## src/hw/rtl/iws_jobq.sv

```systemverilog
// Two-entry request queue between front end and arithmetic back end.
`default_nettype none
module iws_jobq #(
	parameter int W = 8
) (
	input wire logic clk,
	input wire logic arst_n,
	input wire logic wr,
	input wire logic [W-1:0] wdata,
	output logic full,
	input wire logic rd,
	output logic [W-1:0] rdata,
	output logic empty
);
	logic [W-1:0] mem_q [2];
	logic wp_q, rp_q;
	logic [1:0] cnt_q;
	logic do_wr, do_rd;

	assign full = (cnt_q == 2'd2);
	assign empty = (cnt_q == 2'd0);
	assign do_wr = wr && !full;
	assign do_rd = rd && !empty;
	assign rdata = mem_q[rp_q];

	always_ff @(posedge clk) begin
		if (do_wr) begin
			mem_q[wp_q] <= wdata;
		end
	end

	always_ff @(posedge clk or negedge arst_n) begin
		if (!arst_n) begin
			wp_q <= 1'b0;
			rp_q <= 1'b0;
			cnt_q <= 2'd0;
		end else begin
			if (do_wr) wp_q <= !wp_q;
			if (do_rd) rp_q <= !rp_q;
			cnt_q <= cnt_q + 2'(do_wr) - 2'(do_rd);
		end
	end
endmodule
`default_nettype wire

```

## config.mk

```make
export PLATFORM = sky130hd
export DESIGN_NAME = iws_jobq
export DESIGN_NICKNAME = d
export VERILOG_FILES = /design/src/hw/rtl/iws_jobq.sv
export SDC_FILE = /design/constraint.sdc
export NUM_CORES = 1
export LEC_CHECK = 0
export BUFFER_PORTS_ARGS = -buffer_cell sky130_fd_sc_hd__buf_2
export CAP_MARGIN = 20
export CORE_MARGIN = 4
export CORE_UTILIZATION = 45
export CTS_CLUSTER_SIZE = 25
export DETAILED_ROUTE_END_ITERATION = 10
export PLACE_DENSITY_LB_ADDON = 0.3
export RECOVER_POWER = 25
export SLEW_MARGIN = 10
export SYNTH_ARGS = -nofsm -noshare
export SYNTH_HDL_FRONTEND = slang
export SYNTH_SLANG_ARGS = --single-unit
```

## constraint.sdc

```tcl
create_clock -name clk -period 1.6 [get_ports clk]
set_clock_uncertainty 0.05 [all_clocks]
set_input_delay 0.16 -clock clk [delete_from_list [all_inputs] [get_ports clk]]
set_output_delay 0.16 -clock clk [all_outputs]
set_load 0.1 [all_outputs]
```

==> impl_summary.txt, run 1 <==
----------------------------------------------------
[Worst setup path]
  Reg2reg path depth ... 7
  CP endpoint kind ... flip-flop
  Biggest fanout along the worst timing path ... 3
  Endpoint required time on the critical path ... roughly 1.8 ns
  Worst endpoint data arrival time ... around 1.8 ns
  Crit path launch type ... flip-flop
  Critical setup path kind ... reg2reg

[Synth]
  Share of the synthesized area in the top cell type ... around three fifths
  Sequential-to-total area share from yosys stat ... approximately three quarters
  FF+latch count, synth ... 20
  Cell with the most instances after synthesis ... edfxtp_1
  Gate count after technology mapping ... 43
  Dominant cell type by area after synthesis ... edfxtp_1
  Total standard cell area after synthesis ... 776 sq um
  Share of async-settable or async-resettable flops after synthesis ... 20.0%
  Number of warnings printed during yosys synthesis ... 0
  Average instance area after synthesis ... about 18 sq um
  Post-synth net total ... between 50 and 60
  Main flop type after synthesis ... edfxtp_1
  Number of enable flip-flop cells after synthesis ... 16
  Synth top cells by count ... edfxtp_1, mux2_2, dfrtp_1, xnor2_1
  Count of different cell masters after synthesis ... 13
  Dominant cells by area after synthesis ... edfxtp_1, dfrtp_1, mux2_2

[Timing]
  Slew at the pin closest to its max-slew limit ... roughly 0.48 ns
  Min Clock Period, post-route ... 1.59 ns
  Crit path setup slack, layout ... between 0.006 and 0.007 ns
  Share of the cycle needed by the critical path after routing ... 99.6%
  Final Max Slew Viols ... 0
  Fmax ... 627 MHz
  Remaining max-slew budget at the tightest pin ... between 60% and 70%
  Final setup violating endpoints ... 0
  Final number of hold-violating endpoints ... 0
  RSZ-0062 raised after global routing ... true

[Drt]
  ANT nets after route ... 0
  Routed vias/inst ... approximately 4.9
  Router iterations before antenna repair ... 4
  Via count ... 494
  Count of routing violations after the opening detailed-route iteration ... 8
  Total wirelength of the detailed-routed design ... between 1000 and 1500 microns
  DRC violation count after routing ... 0
  Routed len/inst ... 14.8 microns

[Cells and area]
  Growth of design area from synthesis to finish ... 53.4%
  Antenna diodes ... 0
  Nets@finish ... 99
  Count of placed standard cells in the final layout, fillers left out ... 100
  Ratio of cells with drive above 1 in the final layout ... 53.6%

[Clock tree]
  Clock root buffer master ... clkbuf_4
  CTS tree ... built
  Sink Count ... 20
  # H-tree levels ... 1
  Clock latency on the worst-skew pair ... ~0.30 ns
  Clock-pin slew reported for the worst setup and hold paths after clock tree synthesis ... 0.11 ns
  Max Root-Sink Buffers ... 2
  Number of buffers inserted during clock tree synthesis ... 3

[Floorplanning]
  Chip Width ... about 50 microns
  Height of the chip ... 49.5 microns
  Site Rows ... 14
  Core box area ... about 1600 sq um
  Initial Utilization ... between 40% and 50%
  Die area ... 2450 sq um
  Boundary Pins ... 22

[Placement]
  Placed Cells incl. Taps ... 82
  Post-Place Worst Slack ... between 0.007 and 0.008 ns
  Buffers on Ports ... 21
  Routability congestion estimate ... approximately 0.72

[Hold path]
  Hold crit path type ... in2async

[GRT]
  Residual overflow from global routing ... 0
  First-pass GRT wire length ... approximately 2200 microns
  Via count of the first global-routing pass ... approximately 540
  Largest net degree at the start of global routing ... 12
  Antenna violations before repair ... 0
  All-Layer GR Usage ... about an eighth

[Job]
  MaxCap Viol Count ... 0

[Run status]
  Status ... finished clean

----------------------------------------------------
[metrics by stage]
step	TNS (ns)	cell area, sq um	hold slack (ns)	util, %
final	0	1190	0.158	76.3
after CTS	0	1110	0.119	71.5
after global routing	-0.0949	1190	0.175	76.3
after global placement	0	926	-0.0794	59.4
after floorplan	-0.516	783	-0.186	-
after detailed placement	0	926	-0.0769	59.4
[area by class of cell]
type	instances	area (sq um)
tap	16	20.0
multi-input combinational	20	220
timing repair buffer	38	323
inverter	2	7.51
fill	95	369
clock buffer	4	36.3
sequential	20	583
[layer usage]
| metal | track usage [%] | share of wire, % | vias up |
|---|---|---|---|
| met5 | 0 | 0 | - |
| met4 | 5.53 | 1.4 | 0 |
| met3 | 3.61 | 3.5 | 2 |
| met2 | 24.4 | 58 | 12 |
| met1 | 11.9 | 37 | 241 |
| li1 | - | - | 239 |
[registers in the layout, summed over array words and instances (netlist names)]
name	cells
cnt_q	2
mem_q	16
rp_q	1
wp_q	1
[placed cells by master, fill, tap and decap left out]
master         synthesis  routed
xor2_1                 1       1
nand2_4                0       1
clkbuf_4               0       3
dfrtp_1                4       2
nor2_4                 0       1
nor2_1                 2       1
buf_4                  0       8
clkbuf_8               0       1
clkbuf_1               0       4
buf_6                  0       6
ha_4                   0       1
and3_1                 1       1
edfxtp_1              16      16
dfrtp_2                0       2
dlygate4sd3_1          0       9
ha_2                   0       1
nor2b_2                1       1
nand2b_4               0       1
buf_2                  1       8
buf_12                 0       1
buf_8                  0       2
mux2_2                 8       8
inv_1                  2       2
xnor2_1                3       3
[kinds of logic after synthesis]
family,synth area share (%)
flops,74.8
buf+inv,1.61
xor+xnor,4.52
mux,11.6
fa+ha+maj,3.23
simple gates,4.19
[worst paths after layout]
check | start | endpoint | slack [ns]
min reg2reg | wp_q | wp_q | 0.46
max reg2reg | cnt_q[0] | cnt_q[1] | 0.006
min | arst_n | cnt_q[0] | 0.16
max | cnt_q[0] | cnt_q[1] | 0.006
max in group asynchronous | arst_n | rp_q | 1.14
min in group clk | wr | wp_q | 0.18
[timing repair]
action / 4_1_cts / 5_1_grt
hold endpoints to repair: 20 / 0
resized for setup: 15 / 17
pin swaps: 0 / 3
hold buffers: 9 / 0
setup endpoints to repair: 10 / 9
setup buffers: 3 / 2
gates cloned: 0 / 0
[worst max-delay path: stages, from the launching register on]
cell	delay, ns
dfrtp_1	0.42
nand2b_4	0.18
nand2_4	0.06
ha_4	0.25
inv_1	0.03
ha_2	0.16
xnor2_1	0.20
xnor2_1	0.16
Power of run 1 is not shown: default switching activity piles up to over one toggle a cycle in this logic, so the estimate is an artifact.
==> run 2, diff against run 1 <==
--- a/config.mk
+++ b/config.mk
@@ -5,6 +5,7 @@
 export SDC_FILE = /design/constraint.sdc
 export NUM_CORES = 1
 export LEC_CHECK = 0
+export ABC_AREA = 1
 export BUFFER_PORTS_ARGS = -buffer_cell sky130_fd_sc_hd__buf_2
 export CAP_MARGIN = 20
 export CORE_MARGIN = 4
==> run 2 against run 1 <==
Compared with the run above:
- die area is 5.9% higher
- flip-flop and latch count unchanged
- setup slack gained 0.080 ns
- largest cell class unchanged
- critical path type is now reg2out
- highest routed layer unchanged
==> impl_summary.txt, run 2 <==
----------------------------------------------------
[Cells and area]
  Number of fill cells in the layout ... 134 (+41%)
  Nets@finish ... 124 (+25%)
  Growth of design area from synthesis to finish ... 44.4%
  Top library cells by usage in the layout, fill and taps aside ... nand2_1, edfxtp_1, inv_1, dlygate4sd3_1, buf_2
  Area of all placed cells without fillers ... 1200 sq um (+0.84%)
  Most flop-heavy register ... mem_q
  Leading registers by flop count ... mem_q: 16 flops, cnt_q: 2 flops
  Ratio of cells with drive above 1 in the final layout ... 25.7% (-28 points)
  Commonest non-fill, non-tap cell in the layout ... nand2_1
  Antenna diodes ... 0 (unchanged)
  Largest register FFs ... 16 (unchanged)

[Hold path]
  Depth of the worst hold-timing path ... 3
  Hold crit path type ... in2reg
  Hold endpoint ... rp_q
  Worst hold path startpoint ... rd

[Drt]
  Count of routing violations after the opening detailed-route iteration ... 10 (+2)
  DRC violation count after routing ... 0 (unchanged)
  ANT nets after route ... 0 (unchanged)
  Routed len/inst ... 11.6 microns (-21%)
  Router iterations before antenna repair ... 4 (unchanged)
  Via count ... 596 (+21%)
  Routed vias/inst ... 4.45 (-10%)
  Total wirelength of the detailed-routed design ... 1550 microns (+5.3%)

[GRT]
  Residual overflow from global routing ... 0 (unchanged)
  Met1 capacity usage during global routing ... 14.4% (+2.6 points)
  Top Usage Layer GRT ... met2
  Largest net degree at the start of global routing ... 12 (unchanged)
  First-pass GRT wire length ... 2440 microns (+8.6%)
  Met2 Use GR ... 23.8% (-0.63 points)
  Via count of the first global-routing pass ... 565 (+5.4%)
  All-Layer GR Usage ... 12.7% (+0.11 points)
  Global-route track usage on met3 ... 2.04% (-1.6 points)
  Antenna violations before repair ... 0 (unchanged)

[Timing]
  Final number of hold-violating endpoints ... 0 (unchanged)
  RSZ-0062 raised after global routing ... false
  Remaining max-slew budget at the tightest pin ... 67.9% (about the same)
  Final setup violating endpoints ... 0 (unchanged)
  Setup tns final ... 0 ns (unchanged)
  Fmax ... 661 MHz (+5.3%)
  Final Max Slew Viols ... 0 (unchanged)
  Min Clock Period, post-route ... 1.51 ns (-0.0799 ns)
  Slew at the pin closest to its max-slew limit ... 0.484 ns (-0.000464 ns)
  Share of the cycle needed by the critical path after routing ... 94.6% (-5.0 points)

[Worst setup path]
  Worst-path cell chain ... inv_1, nand2_2, inv_1, buf_2
  Worst endpoint data arrival time ... 1.30 ns (-0.46 ns)
  Terminus of the critical flop-to-flop path ... cnt_q[1]
  Endpoint required time on the critical path ... 1.39 ns (-0.38 ns)
  CP endpoint kind ... primary output
  Setup slack, reg-to-reg ... 0.16 ns (+0.15 ns)
  Delay of the slowest cell on the worst path ... 0.41 ns (about the same)
  Reg2reg path depth ... 9 (+2)
  Reg2reg start ... cnt_q[1]
  Worst Path Buf+Inv ... 3 (+2)
  Library cell appearing most often on the critical path ... inv_1
  Dominant delay contributor by cell family on the critical path ... buffers and inverters
  Biggest fanout along the worst timing path ... 3 (unchanged)
  Crit path launch type ... flip-flop
  Critical setup path kind ... reg2out
  Library cell contributing the largest single delay on the critical path ... buf_2

[Synth]
  Synth top cells by count ... nand2_1, edfxtp_1, inv_1, dfrtp_1
  FF+latch count, synth ... 20 (unchanged)
  Total standard cell area after synthesis ... 831 sq um (+7.1%)
  Share of async-settable or async-resettable flops after synthesis ... 20.0% (unchanged)
  Cell with the most instances after synthesis ... nand2_1
  Share of the synthesized area in the top cell type ... 57.8% (-4.1 points)
  Main flop type after synthesis ... edfxtp_1
  Sequential-to-total area share from yosys stat ... 69.9% (-5.0 points)
  Number of warnings printed during yosys synthesis ... 0 (unchanged)
  Number of enable flip-flop cells after synthesis ... 16 (unchanged)
  Dominant cell type by area after synthesis ... edfxtp_1
  Gate count after technology mapping ... 75 (+74%)
  Dominant cells by area after synthesis ... edfxtp_1, nand2_1, dfrtp_1
  Post-synth net total ... 89 (+56%)
  Count of different cell masters after synthesis ... 12 (-1)
  Average instance area after synthesis ... 11.1 sq um (-39%)

[Clock tree]
  Max Root-Sink Buffers ... 2 (unchanged)
  # H-tree levels ... 1 (unchanged)
  Number of buffers inserted during clock tree synthesis ... 3 (unchanged)
  Sink Count ... 20 (unchanged)
  Clock-pin slew reported for the worst setup and hold paths after clock tree synthesis ... 0.10 ns (about the same)
  Clock root buffer master ... clkbuf_4
  Clock latency on the worst-skew pair ... 0.28 ns (-0.02 ns)
  CTS tree ... built

[Floorplanning]
  Core box area ... 1750 sq um (+12%)
  Die area ... 2600 sq um (+5.9%)
  Height of the chip ... 51.0 microns (+2.9%)
  Boundary Pins ... 22 (unchanged)
  Site Rows ... 15 (+1)
  Initial Utilization ... 47.6% (-2.2 points)
  Chip Width ... 51.0 microns (+2.9%)

[Placement]
  DPL Wire Length ... 1100 microns
  Routability congestion estimate ... 0.689 (-4.7%)
  Buffers on Ports ... 21 (unchanged)
  Post-detailed-placement cell area ... 1080 sq um (+17%)

[Job]
  MaxCap Viol Count ... 0 (unchanged)

[Run status]
  Status ... finished clean

----------------------------------------------------
run 2: final cells by class:
type	instances	area [sq um]	share of cell area, %
flip-flops and latches	20	582	48.5
repair buffers	31	322	26.8
multi-input cells	43	193	16.1
inverters	11	46.3	3.86
well taps	25	31.3	2.61
clock buffers	3	22.5	1.88
clock inverters	1	3.75	0.313
run 2: stage by stage:
stage          std cells  utilization, %  hold WS, ns  setup WS, ns
3_5_place_dp         121            62.1      -0.0783         0.158
4_1_cts              132            67.7     0.000713        0.0240
6_report             134            68.7       0.0621        0.0862
3_3_place_gp         121            62.1      -0.0796         0.221
2_1_floorplan         75               -       -0.186         0.153
5_1_grt              134            68.7       0.0643        0.0135
run 2: what timing repair did:
action / in CTS / in global routing
setup endpoints to repair: 8 / 1
hold endpoints to repair: 16 / 4
buffers inserted: 0 / 0
gates resized for setup: 1 / 1
hold buffers: 7 / 2
run 2: logic make-up (layout without fill, tap and decap cells):
kind of cell	Yosys count	count (layout)	share of synthesized area, %
buffers and inverters	12	46	6.93
adder cells (fa/ha/maj)	2	2	3.01
flip-flops	20	20	69.9
AND/OR/NAND/NOR	41	41	20.2
run 2: worst max-delay path by stage:
stage | cells after the start | to | from | slack, ns
4_1_cts | 4 | full | cnt_q[0] | 0.02
3_3_place_gp | 9 | cnt_q[1] | cnt_q[1] | 0.22
2_1_floorplan | 4 | rdata[0] | rp_q | 0.15
3_5_place_dp | 9 | cnt_q[1] | cnt_q[1] | 0.16
6_report | 4 | empty | cnt_q[1] | 0.09
5_1_grt | 4 | empty | cnt_q[1] | 0.01
run 2: worst register-to-register path: cells and delay by family (launching register included):
| family | cells | cell delay [ns] |
|---|---|---|
| buffers and inverters | 3 | 0.18 |
| AND/OR/NAND/NOR | 4 | 0.28 |
| flip-flops | 1 | 0.40 |
| adder cells (fa/ha/maj) | 2 | 0.45 |
run 2: metal layers:
layer,vias up,routed length (microns)
li1,308,-
met1,269,603
met2,17,857
met3,2,81
met4,0,12
met5,-,0
Power of run 2 is left out for the same reason.
==> run 3, diff against run 2 <==
--- a/config.mk
+++ b/config.mk
@@ -6,12 +6,13 @@
 export NUM_CORES = 1
 export LEC_CHECK = 0
 export ABC_AREA = 1
-export BUFFER_PORTS_ARGS = -buffer_cell sky130_fd_sc_hd__buf_2
 export CAP_MARGIN = 20
 export CORE_MARGIN = 4
 export CORE_UTILIZATION = 45
 export CTS_CLUSTER_SIZE = 25
 export DETAILED_ROUTE_END_ITERATION = 10
+export DONT_BUFFER_PORTS = 1
+export HOLD_SLACK_MARGIN = 0.06
 export PLACE_DENSITY_LB_ADDON = 0.3
 export RECOVER_POWER = 25
 export SLEW_MARGIN = 10
==> run 3 against run 2 <==
Compared with the run above:
- sequential share of layout area decreased by 0.40 points
- flip-flop and latch count unchanged
- global-route usage increased by 1.4 points
- via count decreased by 2.7%
- design area increased by 0.83%
- cell count decreased by 6.0%
- setup slack improved by 0.0030 ns
- critical path depth unchanged
- clock-buffer cell count unchanged
- register-to-register slack got worse by 0.07 ns
- critical path type unchanged
- critical endpoint is now rdata[2]
- largest cell class unchanged
- highest routed layer unchanged
==> impl_summary.txt, run 3 (same netlist as run 2, synthesis figures left out) <==
----------------------------------------------------
[Clock tree]
  Number of buffers inserted during clock tree synthesis ... 3 (unchanged)
  Max Root-Sink Buffers ... 2 (unchanged)
  # H-tree levels ... 1 (unchanged)
  Sink Count ... 20 (unchanged)
  CTS tree ... built
  Clock-pin slew reported for the worst setup and hold paths after clock tree synthesis ... 0.10 ns (about the same)
  Clock root buffer master ... clkbuf_4
  Clock latency on the worst-skew pair ... 0.29 ns (about the same)

[Timing]
  Remaining max-slew budget at the tightest pin ... 78.0% (+10 points)
  Share of the cycle needed by the critical path after routing ... 94.4% (-0.19 points)
  RSZ-0062 raised after global routing ... false
  Slew at the pin closest to its max-slew limit ... 0.330 ns (-0.154 ns)
  Final number of hold-violating endpoints ... 0 (unchanged)
  Min Clock Period, post-route ... 1.51 ns (-0.00298 ns)
  Fmax ... 662 MHz (+0.20%)
  Final setup violating endpoints ... 0 (unchanged)
  Crit path setup slack, layout ... 0.0892 ns (+0.00298 ns)
  Setup tns final ... 0 ns (unchanged)
  Final Max Slew Viols ... 0 (unchanged)

[Cells and area]
  Ratio of cells with drive above 1 in the final layout ... 25.7% (+0.055 points)
  Number of fill cells in the layout ... 118 (-12%)
  Top library cells by usage in the layout, fill and taps aside ... nand2_1, edfxtp_1, dlygate4sd3_1, buf_12, inv_1
  Largest register FFs ... 16 (unchanged)
  Commonest non-fill, non-tap cell in the layout ... nand2_1
  Antenna diodes ... 0 (unchanged)
  Most flop-heavy register ... mem_q
  Growth of design area from synthesis to finish ... 45.6%
  Nets@finish ... 116 (-6.5%)
  Leading registers by flop count ... mem_q: 16 flops, cnt_q: 2 flops

[Worst setup path]
  Endpoint required time on the critical path ... 1.39 ns (about the same)
  Worst endpoint data arrival time ... 1.30 ns (about the same)
  Worst-path cell chain ... clkinv_4, nand2_1, nand2_1, buf_12
  Crit path launch type ... flip-flop
  Reg2reg path depth ... 9 (unchanged)
  Library cell contributing the largest single delay on the critical path ... dfrtp_2
  Biggest fanout along the worst timing path ... 10 (+7)
  Delay of the slowest cell on the worst path ... 0.51 ns (+0.10 ns)
  Critical setup path kind ... reg2out
  Library cell appearing most often on the critical path ... nand2_1
  CP endpoint kind ... primary output

[Floorplanning]
  Chip Width ... 51.0 microns (unchanged)
  Boundary Pins ... 22 (unchanged)
  Initial Utilization ... 47.6% (unchanged)
  Die area ... 2600 sq um (unchanged)
  Site Rows ... 15 (unchanged)
  Core box area ... 1750 sq um (unchanged)
  Height of the chip ... 51.0 microns (unchanged)

[Job]
  MaxCap Viol Count ... 0 (unchanged)

[Drt]
  Router iterations before antenna repair ... 4 (unchanged)
  DRC violation count after routing ... 0 (unchanged)
  Total wirelength of the detailed-routed design ... 1640 microns (+5.7%)
  Routed len/inst ... 13.0 microns (+12%)
  Via count ... 580 (-2.7%)
  Count of routing violations after the opening detailed-route iteration ... 6 (-4)
  Routed vias/inst ... 4.60 (+3.5%)
  ANT nets after route ... 0 (unchanged)

[Run status]
  Status ... finished clean

[GRT]
  First-pass GRT wire length ... 2680 microns (+9.9%)
  Largest net degree at the start of global routing ... 13 (+1)
  Antenna violations before repair ... 0 (unchanged)
  Via count of the first global-routing pass ... 604 (+6.9%)
  Residual overflow from global routing ... 0 (unchanged)
  All-Layer GR Usage ... 14.1% (+1.4 points)

[Placement]
  Routability congestion estimate ... 0.708 (+2.8%)
  Buffers on Ports ... 0 (-100%)
  Post-Place Worst Slack ... 0.130 ns (-0.0286 ns)
  DPL Wire Length ... 1040 microns (-5.8%)

[Hold path]
  Hold crit path type ... in2async

----------------------------------------------------
## run 3: changes by cell type in the layout (fill, tap and decap cells not counted), sizes merged
cell | before | now
buf | 18 | 12
clkinv | 2 | 1
bufinv | 0 | 1
clkbuf | 7 | 3
dlygate4sd3 | 9 | 11
## run 3: per-layer routing
layer | track usage [%] | routed length [microns] | up-vias
li1 | - | - | 289
met1 | 15.6 | 644 | 267
met2 | 24.2 | 866 | 18
met3 | 2.92 | 90 | 6
met4 | 8.97 | 42 | 0
met5 | 0 | 0 | -
## run 3: final cells by class
class,instances,area (sq um),share of cell area [%]
Clock buffer,3,22.5,1.86
Clock inverter,1,30.0,2.48
Inverter,11,46.3,3.83
Multi-Input combinational cell,43,198,16.3
Sequential cell,20,582,48.1
Tap cell,25,31.3,2.59
Timing Repair Buffer,23,300,24.8
## run 3: through the flow
stage | instances | utilization, % | area, sq um | hold slack (ns)
2_1_floorplan | 75 | - | 831 | -0.186
3_3_place_gp | 110 | 59.2 | 1030 | -0.185
3_5_place_dp | 110 | 59.2 | 1030 | -0.186
4_1_cts | 125 | 68.6 | 1200 | 0.0680
5_1_grt | 126 | 69.3 | 1210 | 0.0876
6_report | 126 | 69.3 | 1210 | 0.0777
## run 3: worst paths after layout
check                          from  endpoint  slack, ns
setup / recovery               rp_q  rdata[2]       0.09
hold / removal               arst_n  cnt_q[0]       0.08
setup reg to reg           cnt_q[0]  cnt_q[1]       0.09
hold reg to reg                wp_q      wp_q       0.45
max in group asynchronous    arst_n      rp_q       1.23
min in group clk               wp_q      wp_q       0.45
## run 3: critical path: cells and delay by family (launching register included)
kind,cells,cell delay (ns)
simple gates,2,0.18
buf+inv,2,0.32
flops,1,0.51
## run 3: repair_timing
action,CTS,global route
resized for setup,1,4
hold endpoints to repair,22,0
setup endpoints to repair,8,1
hold buffers,11,0
buffers inserted,0,1
Power of run 3 is left out for the same reason.
