### src/hw/rtl/iws_pkg.sv
// Shared constants and types of the interarrival window statistics unit.
`default_nettype none
package iws_pkg;
	localparam int TS_W = 48;
	localparam int IV_W = 24;
	localparam int CV_W = 21;
	localparam int CNT_W = 32;
	localparam int CFG_W = 24;
	localparam int IDX_W = 3;
	localparam int WINDOW_MAX_DEF = 256;

	localparam logic [IV_W-1:0] IV_MAX = {IV_W{1'b1}};
	localparam logic [CV_W-1:0] CV_MAX = {CV_W{1'b1}};

	localparam logic [IDX_W-1:0] REG_WINDOW_LEN = 3'd0;
	localparam logic [IDX_W-1:0] REG_NEED_CNT = 3'd1;
	localparam logic [IDX_W-1:0] REG_BURST_LIMIT = 3'd2;
	localparam logic [IDX_W-1:0] REG_GAP_LIMIT = 3'd3;

	localparam logic [8:0] WINDOW_LEN_RST = 9'd64;
	localparam logic [8:0] NEED_CNT_RST = 9'd2;
	localparam logic [IV_W-1:0] BURST_LIMIT_RST = 24'd5000;
	localparam logic [IV_W-1:0] GAP_LIMIT_RST = 24'd2000000;

	typedef struct packed {
		logic [IV_W-1:0] interval;
		logic ready;
		logic burst;
		logic gap;
		logic [CNT_W-1:0] burst_total;
		logic [CNT_W-1:0] gap_total;
		logic [CNT_W-1:0] arrival_total;
	} job_info_t;
endpackage
`default_nettype wire

### src/hw/rtl/iws_back.sv
// Back end: serial divide, multiply and square root for mean and CV.
`default_nettype none
module iws_back import iws_pkg::*; #(
	parameter int WINDOW_MAX = WINDOW_MAX_DEF,
	localparam int FW = $clog2(WINDOW_MAX + 1),
	localparam int S1W = IV_W + FW,
	localparam int S2W = 2 * IV_W + FW
) (
	input wire logic clk,
	input wire logic arst_n,
	input wire logic job_valid,
	output logic job_take,
	input wire job_info_t job_info,
	input wire logic [FW-1:0] job_n,
	input wire logic [S1W-1:0] job_s1,
	input wire logic [S2W-1:0] job_s2,
	output logic empty,
	input wire logic pop,
	output logic [IV_W-1:0] interval_us,
	output logic [IV_W-1:0] mean_us,
	output logic [CV_W-1:0] cv_q16,
	output logic stats_ready,
	output logic burst_flag,
	output logic gap_flag,
	output logic [CNT_W-1:0] burst_total,
	output logic [CNT_W-1:0] gap_total,
	output logic [CNT_W-1:0] arrival_total
);
	localparam int VW = S2W + FW;
	localparam int VE = VW + (VW % 2);
	localparam int RW = VE / 2;
	localparam int CMPW = RW + S1W + 5;

	typedef enum logic [6:0] {
		B_IDLE = 7'b0000001,
		B_DIVM = 7'b0000010,
		B_MULN = 7'b0000100,
		B_MULS = 7'b0001000,
		B_SQRT = 7'b0010000,
		B_DIVC = 7'b0100000,
		B_DONE = 7'b1000000
	} bstate_t;

	bstate_t bst_q;
	job_info_t info_q;
	logic [FW-1:0] n_q;
	logic [S1W-1:0] s1_q, s2_lo_unused;
	logic [S2W-1:0] s2_q;
	logic [VE-1:0] acc_q, mc_q;
	logic [S1W-1:0] mp_q;
	logic [6:0] cnt_q;
	logic [RW-1:0] root_q, root_n;
	logic [RW+1:0] rem_q, rem_n;
	logic [RW+3:0] r2, trial;
	logic [S1W-1:0] drem_q, dvs_q, drem_n;
	logic [S1W:0] dt;
	logic [IV_W-1:0] dlo_q, quot_q, quot_n, mean_q;
	logic [CV_W-1:0] cv_q;
	logic oval_q;

	assign s2_lo_unused = '0;
	assign empty = !oval_q;
	assign job_take = (bst_q == B_IDLE) && job_valid;

	// one restoring divide step and one square root digit step
	always_comb begin
		dt = {drem_q, dlo_q[IV_W-1]};
		if (dt >= {1'b0, dvs_q}) begin
			drem_n = S1W'(dt - {1'b0, dvs_q});
			quot_n = {quot_q[IV_W-2:0], 1'b1};
		end else begin
			drem_n = dt[S1W-1:0];
			quot_n = {quot_q[IV_W-2:0], 1'b0};
		end
		r2 = {rem_q, acc_q[VE-1:VE-2]};
		trial = {2'b00, root_q, 2'b01};
		if (r2 >= trial) begin
			rem_n = (RW+2)'(r2 - trial);
			root_n = {root_q[RW-2:0], 1'b1};
		end else begin
			rem_n = r2[RW+1:0];
			root_n = {root_q[RW-2:0], 1'b0};
		end
	end

	always_ff @(posedge clk) begin
		case (bst_q)
			B_IDLE: begin
				info_q <= job_info;
				n_q <= job_n;
				s1_q <= job_s1 | s2_lo_unused;
				s2_q <= job_s2;
				mean_q <= '0;
				cv_q <= '0;
				drem_q <= S1W'(job_s1 >> IV_W);
				dlo_q <= job_s1[IV_W-1:0];
				dvs_q <= S1W'(job_n);
				quot_q <= '0;
				cnt_q <= '0;
			end
			B_DIVM: begin
				drem_q <= drem_n;
				dlo_q <= {dlo_q[IV_W-2:0], 1'b0};
				quot_q <= quot_n;
				cnt_q <= cnt_q + 7'd1;
				if (cnt_q == 7'(IV_W - 1)) begin
					mean_q <= quot_n;
					acc_q <= '0;
					mc_q <= VE'(s2_q);
					mp_q <= S1W'(n_q);
					cnt_q <= '0;
				end
			end
			B_MULN: begin
				if (mp_q[0]) acc_q <= acc_q + mc_q;
				mc_q <= {mc_q[VE-2:0], 1'b0};
				mp_q <= mp_q >> 1;
				cnt_q <= cnt_q + 7'd1;
				if (cnt_q == 7'(FW - 1)) begin
					mc_q <= VE'(s1_q);
					mp_q <= s1_q;
					cnt_q <= '0;
				end
			end
			B_MULS: begin
				if (mp_q[0]) acc_q <= acc_q - mc_q;
				mc_q <= {mc_q[VE-2:0], 1'b0};
				mp_q <= mp_q >> 1;
				cnt_q <= cnt_q + 7'd1;
				if (cnt_q == 7'(S1W - 1)) begin
					root_q <= '0;
					rem_q <= '0;
					cnt_q <= '0;
				end
			end
			B_SQRT: begin
				root_q <= root_n;
				rem_q <= rem_n;
				acc_q <= {acc_q[VE-3:0], 2'b00};
				cnt_q <= cnt_q + 7'd1;
				if (cnt_q == 7'(RW - 1)) begin
					// hold cv at full scale when the quotient would not fit
					if (CMPW'(root_n) >= (CMPW'(s1_q) << 5)) begin
						cv_q <= CV_MAX;
					end
					drem_q <= S1W'(root_n >> 5);
					dlo_q <= {root_n[4:0], 19'd0};
					dvs_q <= s1_q;
					quot_q <= '0;
					cnt_q <= '0;
				end
			end
			B_DIVC: begin
				drem_q <= drem_n;
				dlo_q <= {dlo_q[IV_W-2:0], 1'b0};
				quot_q <= quot_n;
				cnt_q <= cnt_q + 7'd1;
				if (cnt_q == 7'(CV_W - 1)) begin
					cv_q <= quot_n[CV_W-1:0];
				end
			end
			B_DONE: begin
				if (!oval_q) begin
					interval_us <= info_q.interval;
					mean_us <= mean_q;
					cv_q16 <= cv_q;
					stats_ready <= info_q.ready;
					burst_flag <= info_q.burst;
					gap_flag <= info_q.gap;
					burst_total <= info_q.burst_total;
					gap_total <= info_q.gap_total;
					arrival_total <= info_q.arrival_total;
				end
			end
			default: begin
			end
		endcase
	end

	always_ff @(posedge clk or negedge arst_n) begin
		if (!arst_n) begin
			bst_q <= B_IDLE;
			oval_q <= 1'b0;
		end else begin
			if (pop && oval_q) oval_q <= 1'b0;
			case (bst_q)
				B_IDLE: if (job_valid) bst_q <= job_info.ready ? B_DIVM : B_DONE;
				B_DIVM: begin
					if (cnt_q == 7'(IV_W - 1)) bst_q <= (s1_q == '0) ? B_DONE : B_MULN;
				end
				B_MULN: if (cnt_q == 7'(FW - 1)) bst_q <= B_MULS;
				B_MULS: if (cnt_q == 7'(S1W - 1)) bst_q <= B_SQRT;
				B_SQRT: begin
					if (cnt_q == 7'(RW - 1)) begin
						bst_q <= (CMPW'(root_n) >= (CMPW'(s1_q) << 5)) ? B_DONE : B_DIVC;
					end
				end
				B_DIVC: if (cnt_q == 7'(CV_W - 1)) bst_q <= B_DONE;
				B_DONE: begin
					if (!oval_q) begin
						oval_q <= 1'b1;
						bst_q <= B_IDLE;
					end
				end
				default: bst_q <= B_IDLE;
			endcase
		end
	end
endmodule
`default_nettype wire

### config.mk
export PLATFORM = sky130hd
export DESIGN_NAME = iws_back
export DESIGN_NICKNAME = d
export VERILOG_FILES = /design/src/hw/rtl/iws_pkg.sv /design/src/hw/rtl/iws_back.sv
export SDC_FILE = /design/constraint.sdc
export NUM_CORES = 1
export LEC_CHECK = 0
export BUFFER_PORTS_ARGS = -buffer_cell sky130_fd_sc_hd__buf_2
export CAP_MARGIN = 15
export CORE_MARGIN = 3
export CORE_UTILIZATION = 45
export DETAILED_ROUTE_END_ITERATION = 6
export HOLD_SLACK_MARGIN = 0.12
export PLACE_DENSITY = 0.75
export SETUP_SLACK_MARGIN = 0.05
export SLEW_MARGIN = 40
export SYNTH_ARGS = -nofsm -noshare
export SYNTH_HDL_FRONTEND = slang
export SYNTH_SLANG_ARGS = --single-unit
### constraint.sdc
create_clock -name clk -period 8.8 [get_ports clk]
set_input_delay 0.44 -clock clk [delete_from_list [all_inputs] [get_ports clk]]
set_output_delay 0.44 -clock clk [all_outputs]
set_load 0.1 [all_outputs]
==> summary.md, run 1 <==
| Metric | Value |
|---|---|
| Netlist cell types | 85 |
| Antenna viol nets, final | 0 |
| Count leader, synth | edfxtp_1 |
| Layout cells sized above 1 | 16.1% |
| Combinational Power Share | 33.6% |
| WP data arrival | 6.34 ns |
| Detailed Place HPWL | 67200 µm |
| Leak pwr | 0.0180 µW |
| Initial antenna violation count | 0 |
| Endpoints failing hold | 0 |
| Starting Density | 45.8% |
| Synth top area cells | edfxtp_1 (62%), ha_1 (5.4%), nand2_1 (3.0%), a21oi_1 (2.4%), xnor2_1 (2.4%) |
| Via count | 27400 |
| Core area | 82900 µm² |
| Total I/O pin count | 396 |
| CP max-delay cell | or4_1 |
| Register-to-Register Path Depth | 19 |
| Die area | 88000 µm² |
| Largest area contributor in the netlist | edfxtp_1 |
| Sequential Power Share | 42.3% |
| Critical Path Max Stage Delay | 0.67 ns |
| Async SR Flop Fraction | 1.01% |
| Slew Limit Fails | 0 |
| Die extent in y | 297 µm |
| Top FF cell, synth | edfxtp_1 |
| Pint | 9800 µW |
| Sw frac | 37.4% |
| Setup Crit Path Kind | register to register |
| Vias in the first global route | 27000 |
| Crit-path cells | or3_1 > or4_1 > nor2_2 > nand3_1 > or3_1 > or3_1 > nor4b_1 > nor2_1 > xnor2_1 > ha_1 > or4_1 > a21oi_1 > nor3_1 > a21oi_1 > a21boi_0 > o211a_1 > o21bai_1 > xnor2_1 > o21ai_0 |
| TNS Setup | 0 ns |
| Startpoint types | register |
| Switch Pwr | 5860 µW |
| Crit path max fanout | 6 |
| Htree depth | 3 |
| Rows | 105 |
| PortBufs | 395 |
| Drt initial violations | 2697 |
| Crit path max-delay family | simple AND/OR/NAND/NOR gates |
| Setup crit end kind | register |
| Total GRT Usage | 22.9% |
| Mapped Area | 38000 µm² |
| RePlAce Congestion | 0.932 |
| Total routed wirelength | 102000 µm |
| Synth Net Count | 3477 |
| P per Cell Area | 337 nW/µm² |
| Clock transition at the registers of the reported paths | 0.06 ns |
| CTS Sinks | 796 |
| Power Total | 15700 µW |
| Buffers plus inverters on the worst setup path | 0 |
| Ys Warns | 0 |
| Area growth syn-to-layout | 22.3% |
| Most used cell, CP | or3_1 |
| Fin crit period | 5.98 ns |
| Worst-Margin Slew | 0.811 ns |
| CTS buffer count | 85 |
| Root Buffer | clkbuf_16 |
| Register bit total from synthesis | 796 |
| Relative slew slack | 45.4% |
| Number of remaining DRC errors | 1 |
| Status | finished, violations left |
| Final number of setup-violating endpoints | 0 |
| Longest Clk Path Bufs | 3 |
| Grt total ovfl | 0 |
| Clk Latency, worst-skew pair | 0.66 ns |
| Syn Area/Cell | 12.3 µm² |
| CP required | 9.16 ns |
| Post-Synthesis Cells | 3085 |
| Clock group share of total power | 24.1% |
| Top post-synthesis cells by count | edfxtp_1 (788), nand2_1 (307), nor2_1 (197) |
| Die X | 297 µm |
| Largest net degree at the start of global routing | 102 |
| First-pass GRT wire length | 155000 µm |
| CP Depth | 19 |
| Worst min path class | input port to asynchronous set/reset pin |
| Max Clk Rate | 0.167 GHz |
| EDFF count, synth | 788 |
| Final net count | 4087 |
| Max_cap viols | 0 |
| WL per Instance | 20.9 µm |
| Unrepaired setup endpoints after global routing | false |
| Post-CTS setup buffers | 0 |
| Average vias per placed instance | 5.61 |
| Clock skew | 0.0354 ns |
| TritonCTS clock tree | built |
| Peak supply drop | 0.304 mV |
| Total iterations of the first detailed-routing run | 7 |
| Failing checks | DRC |
| Share of the synthesized area in the top cell type | 62.3% |
| Register area share after synthesis | 62.8% |
| Period utilization | 68.0% |
state kept, by name, indices dropped and copies added, names as in the netlist, 33 cells and up:
signal	cells
info_q	123
acc_q	66
rem_q	35
mc_q	66
root_q	33
drem_q	33
mp_q	33
s1_q	33
s2_q	57
dvs_q	33
cell usage in the layout (no fill, tap or decap), types with 17 or more instances in the layout:
| cell type | count |
|---|---|
| dlygate4sd3_1 | 225 |
| nor2_1 | 193 |
| a21oi_1 | 185 |
| inv_1 | 173 |
| and3_1 | 22 |
| o21a_1 | 32 |
| o21bai_1 | 22 |
| o22ai_1 | 26 |
| xor2_1 | 80 |
| ha_1 | 164 |
| buf_2 | 395 |
| clkbuf_16 | 87 |
| nand2_1 | 304 |
| a211oi_1 | 27 |
| a21o_1 | 63 |
| edfxtp_1 | 788 |
| o31ai_1 | 25 |
| nand3_1 | 70 |
| a222oi_1 | 24 |
| or3_1 | 19 |
| a22o_1 | 51 |
| nor3_1 | 45 |
| nand2b_1 | 19 |
| nand4_1 | 34 |
| and2_1 | 72 |
| clkbuf_1 | 20 |
| xnor2_1 | 104 |
| nor2b_1 | 17 |
| a31oi_1 | 19 |
| o21ai_0 | 173 |
| a221o_1 | 19 |
| nor4_1 | 20 |
final timing paths:
kind | to | from | slack (ns)
worst max-delay path | acc_q[64]$_DFFE_PP_ | mc_q[8]$_DFFE_PP_ | 2.82
worst min-delay path | oval_q$_DFF_PN0_ | arst_n | 0.23
worst max register to register | acc_q[64]$_DFFE_PP_ | mc_q[8]$_DFFE_PP_ | 2.82
worst min register to register | burst_total[31]$_DFFE_PP_ | info_q[95]$_DFFE_PP_ | 0.40
max in group asynchronous | bst_q[0]$_DFFE_PN1P_ | arst_n | 8.30
min in group clk | burst_total[31]$_DFFE_PP_ | info_q[95]$_DFFE_PP_ | 0.40
power by group through the flow:
stage	clock network [µW]	registers [µW]	logic (µW)
after floorplan	0	7480	3030
after global placement	0	6630	5020
after detailed placement	0	6660	5100
after CTS	3840	6600	5220
after global routing	4000	6710	5710
final	3780	6610	5260
cell type report:
type,instances,area [µm²]
Multi-Input combinational cell,1989,13100
Inverter,175,666
Sequential cell,796,23900
Clock inverter,49,641
Antenna cell,1,2.50
Timing Repair Buffer,648,4510
Tap cell,1123,1410
Clock buffer,109,2280
Fill cell,6644,36400
through the flow:
stage / std cells / area, µm² / hold slack [ns] / utilization (%) / setup WS (ns)
floorplan: 3085 / 38000 / 0.144 / - / 0.249
global placement: 4505 / 41200 / 0.325 / 49.8 / 3.05
detailed placement: 4506 / 41300 / 0.326 / 49.8 / 2.85
CTS: 4889 / 46500 / 0.164 / 56.1 / 2.84
global route: 4889 / 46500 / 0.212 / 56.1 / 2.46
finish: 4890 / 46500 / 0.227 / 56.1 / 2.82
routing by layer:
| layer | vias to the layer above | routed length [µm] | GRT usage (%) |
|---|---|---|---|
| met5 | - | 0 | 0 |
| met4 | 0 | 3390 | 7.76 |
| met3 | 207 | 8440 | 4.33 |
| met2 | 1282 | 49300 | 39.0 |
| met1 | 13200 | 41300 | 29.5 |
| li1 | 12800 | - | - |
repair_timing:
| item | in CTS | in global routing |
|---|---|---|
| resized for setup | 0 | 0 |
| endpoints found under the hold margin | 257 | 0 |
| hold buffers | 225 | 0 |
kinds of logic (layout without fill, tap and decap cells):
logic type / count (synthesis) / count (layout) / share of synthesized area [%]
buffers and inverters: 300 / 981 / 3.02
and+or+nand+nor: 877 / 877 / 11.1
DFF: 796 / 796 / 62.8
AOI/OAI and AO/OA: 757 / 757 / 13.2
xor gates and xnor gates: 185 / 185 / 4.28
muxes: 4 / 4 / 0.105
adders and majority gates: 166 / 166 / 5.50
other: 0 / 1 / 0
No activity file was read; power rests on OpenSTA's default activity.
==> run 2: changes to the inputs <==
==> constraint.sdc (replaced) <==
create_clock -name clk -period 5.3 [get_ports clk]
set_input_delay 0.265 -clock clk [delete_from_list [all_inputs] [get_ports clk]]
set_output_delay 0.265 -clock clk [all_outputs]
set_load 0.1 [all_outputs]
==> run 2 against run 1 <==
Effect of this change:
- the run still ends with DRC left
- first-iteration DRC count up 9.9%
- utilization up 0.72 points
- global-route usage is 0.27 points higher
- via count is 1.7% higher
- largest cell class unchanged
- largest power group unchanged
- highest routed layer unchanged
==> summary.md, run 2 (synthesis gave the netlist of run 1 again) <==
| Metric | Value |
|---|---|
| Number of remaining DRC errors | 2 (+1) |
| Htree depth | 3 (unchanged) |
| First-pass GRT wire length | 158000 µm (+1.5%) |
| Grt total ovfl | 0 (unchanged) |
| Final net count | 4148 (+1.5%) |
| TNS Setup | 0 ns (unchanged) |
| Most common cell after layout, fill and taps aside | edfxtp_1 |
| Max Clk Rate | 0.196 GHz (+17%) |
| Power Total | 25900 µW (+66%) |
| Die area | 88000 µm² (unchanged) |
| Max_cap viols | 0 (unchanged) |
| Worst min path class | input port to asynchronous set/reset pin |
| Drt initial violations | 2963 (+9.9%) |
| Antenna viol nets, final | 0 (unchanged) |
| Max FFs per register | 123 (unchanged) |
| Reg2Reg Setup Slack | 0.21 ns (-2.61 ns) |
| Placed inst area | 41700 µm² (+1.1%) |
| Relative slew slack | 43.5% (-1.9 points) |
| Top Registers | info_q x123, acc_q x66, mc_q x66 |
| Reg with most FFs | info_q |
| Failing checks | DRC |
| CTS Sinks | 796 (unchanged) |
| Register-to-Register Path Depth | 22 (+3) |
| Starting Density | 45.8% (unchanged) |
| Place WS | -0.0260 ns (-2.88 ns) |
| Startpoint types | register |
| Clock transition at the registers of the reported paths | 0.07 ns (about the same) |
| Largest net degree at the start of global routing | 131 (+28%) |
| P per Cell Area | 551 nW/µm² (+64%) |
| CP required | 5.67 ns (-3.49 ns) |
| Commonest non-fill, non-tap cells in the layout | edfxtp_1 (788), buf_2 (395), nand2_1 (302) |
| Capturing point of the worst reg2reg path | acc_q[65]$_DFFE_PP_ |
| Fin crit period | 5.09 ns (-0.891 ns) |
| Die X | 297 µm (unchanged) |
| Peak supply drop | 0.416 mV (+37%) |
| Setup ws final | 0.208 ns (-2.61 ns) |
| Slew Limit Fails | 0 (unchanged) |
| Crit path max fanout | 3 (-3) |
| Rows | 105 (unchanged) |
| Area growth syn-to-layout | 23.9% |
| Total I/O pin count | 396 (unchanged) |
| Clock skew | 0.0280 ns (-0.00740 ns) |
| Core area | 82900 µm² (unchanged) |
| Fill cells | 6621 (-0.35%) |
| TritonCTS clock tree | built |
| Reg2reg start | mc_q[1]$_DFFE_PP_ |
| Vias in the first global route | 27300 (+1.3%) |
| WP data arrival | 5.46 ns (-0.88 ns) |
| RePlAce Congestion | 0.919 (-1.4%) |
| PortBufs | 395 (unchanged) |
| Period utilization | 96.1% (+28 points) |
| Root Buffer | clkbuf_16 |
| Worst-Margin Slew | 0.848 ns (+0.0366 ns) |
| Status | finished, violations left |
| Leak pwr | 0.0183 µW (+1.5%) |
| Average vias per placed instance | 5.64 (+0.46%) |
| Setup crit end kind | register |
| CTS buffer count | 85 (unchanged) |
| Die extent in y | 297 µm (unchanged) |
| Final number of setup-violating endpoints | 0 (unchanged) |
| Final Util | 56.8% (+0.72 points) |
| WL per Instance | 21.2 µm (+1.2%) |
| Total GRT Usage | 23.1% (+0.27 points) |
| Endpoints failing hold | 0 (unchanged) |
| Layout cells sized above 1 | 18.6% (+2.4 points) |
| Via count | 27900 (+1.7%) |
| Clk Latency, worst-skew pair | 0.64 ns (-0.02 ns) |
| Setup Crit Path Kind | register to register |
| Longest Clk Path Bufs | 3 (unchanged) |
| Total iterations of the first detailed-routing run | 7 (unchanged) |
| Detailed Place HPWL | 69300 µm (+3.1%) |
| Total routed wirelength | 105000 µm (+2.4%) |
| Initial antenna violation count | 1 (+1) |
| Final instance area | 47100 µm² (+1.3%) |
-- run 2: cell types whose count changed in the layout (fill, tap and decap cells not counted), sizes merged --
cell / before / now
buf: 423 / 483
bufinv: 14 / 5
clkbuf: 109 / 100
clkinvlp: 3 / 10
clkinv: 27 / 33
diode: 1 / 3
dlygate4sd3: 225 / 226
inv: 180 / 181
-- run 2: worst max-delay path by stage --
stage / startpoint / end / cells past startpoint
finish: mc_q[1]$_DFFE_PP_ / acc_q[65]$_DFFE_PP_ / 22
CTS: bst_q[6]$_DFFE_PN0P_ / acc_q[59]$_DFFE_PP_ / 18
global placement: mc_q[1]$_DFFE_PP_ / acc_q[60]$_DFFE_PP_ / 22
detailed placement: mc_q[1]$_DFFE_PP_ / acc_q[64]$_DFFE_PP_ / 22
global route: mc_q[1]$_DFFE_PP_ / acc_q[58]$_DFFE_PP_ / 22
floorplan: bst_q[6]$_DFFE_PN0P_ / dlo_q[0]$_DFFE_PP_ / 5
-- run 2: power by group --
part	leakage, µW	internal [µW]	total [µW]	switching [µW]
Clock	0.00132	3290	5920	2630
Sequential	0.00766	9900	11000	1080
Combinational	0.00932	2780	9020	6250
-- run 2: layout make-up --
cell class / count / area, µm² / share of cell area, %
flip-flops and latches: 796 / 23900 / 50.7
clock inverters: 54 / 553 / 1.17
inverters: 175 / 662 / 1.41
multi-input cells: 1989 / 13400 / 28.4
well taps: 1123 / 1410 / 2.98
clock buffers: 100 / 2210 / 4.70
repair buffers: 709 / 5010 / 10.6
diodes: 3 / 7.51 / 0.0159
-- run 2: through the flow --
stage          std cells  hold WS [ns]
6_report            4949         0.187
3_5_place_dp        4557         0.153
4_1_cts             4937         0.140
3_3_place_gp        4555         0.154
5_1_grt             4947         0.146
2_1_floorplan       3085       -0.0306
-- run 2: repair_timing --
item	CTS	global route
pin swaps	0	13
hold buffers	226	0
buffers inserted	0	9
hold endpoints to repair	274	0
endpoints found under the setup margin	6	22
resized for setup	2	59
-- run 2: worst max-delay path: stages (launching register included) --
cell and delay (ns):
edfxtp_1 0.41, inv_1 0.12, ha_2 0.20, nand3b_1 0.13, or4_4 0.48, nor2_4 0.13
nand3_1 0.13, or3_4 0.38, or3_4 0.37, nand2_1 0.10, xor2_1 0.16, ha_2 0.31
o21ai_1 0.11, nor2_1 0.09, o31ai_2 0.26, nand3_1 0.16, a221oi_2 0.35, a21oi_2 0.13
o21ai_1 0.20, nand3_2 0.14, o31ai_2 0.22, xnor2_1 0.15, o21ai_1 0.07
-- run 2: per-layer routing --
layer  GRT usage (%)  vias up  part of all wire (%)
li1                -    12900                     -
met1            30.2    13400                    40
met2            38.8     1345                    48
met3            3.38      244                   8.1
met4            9.63        0                   4.2
met5               0        -                     0
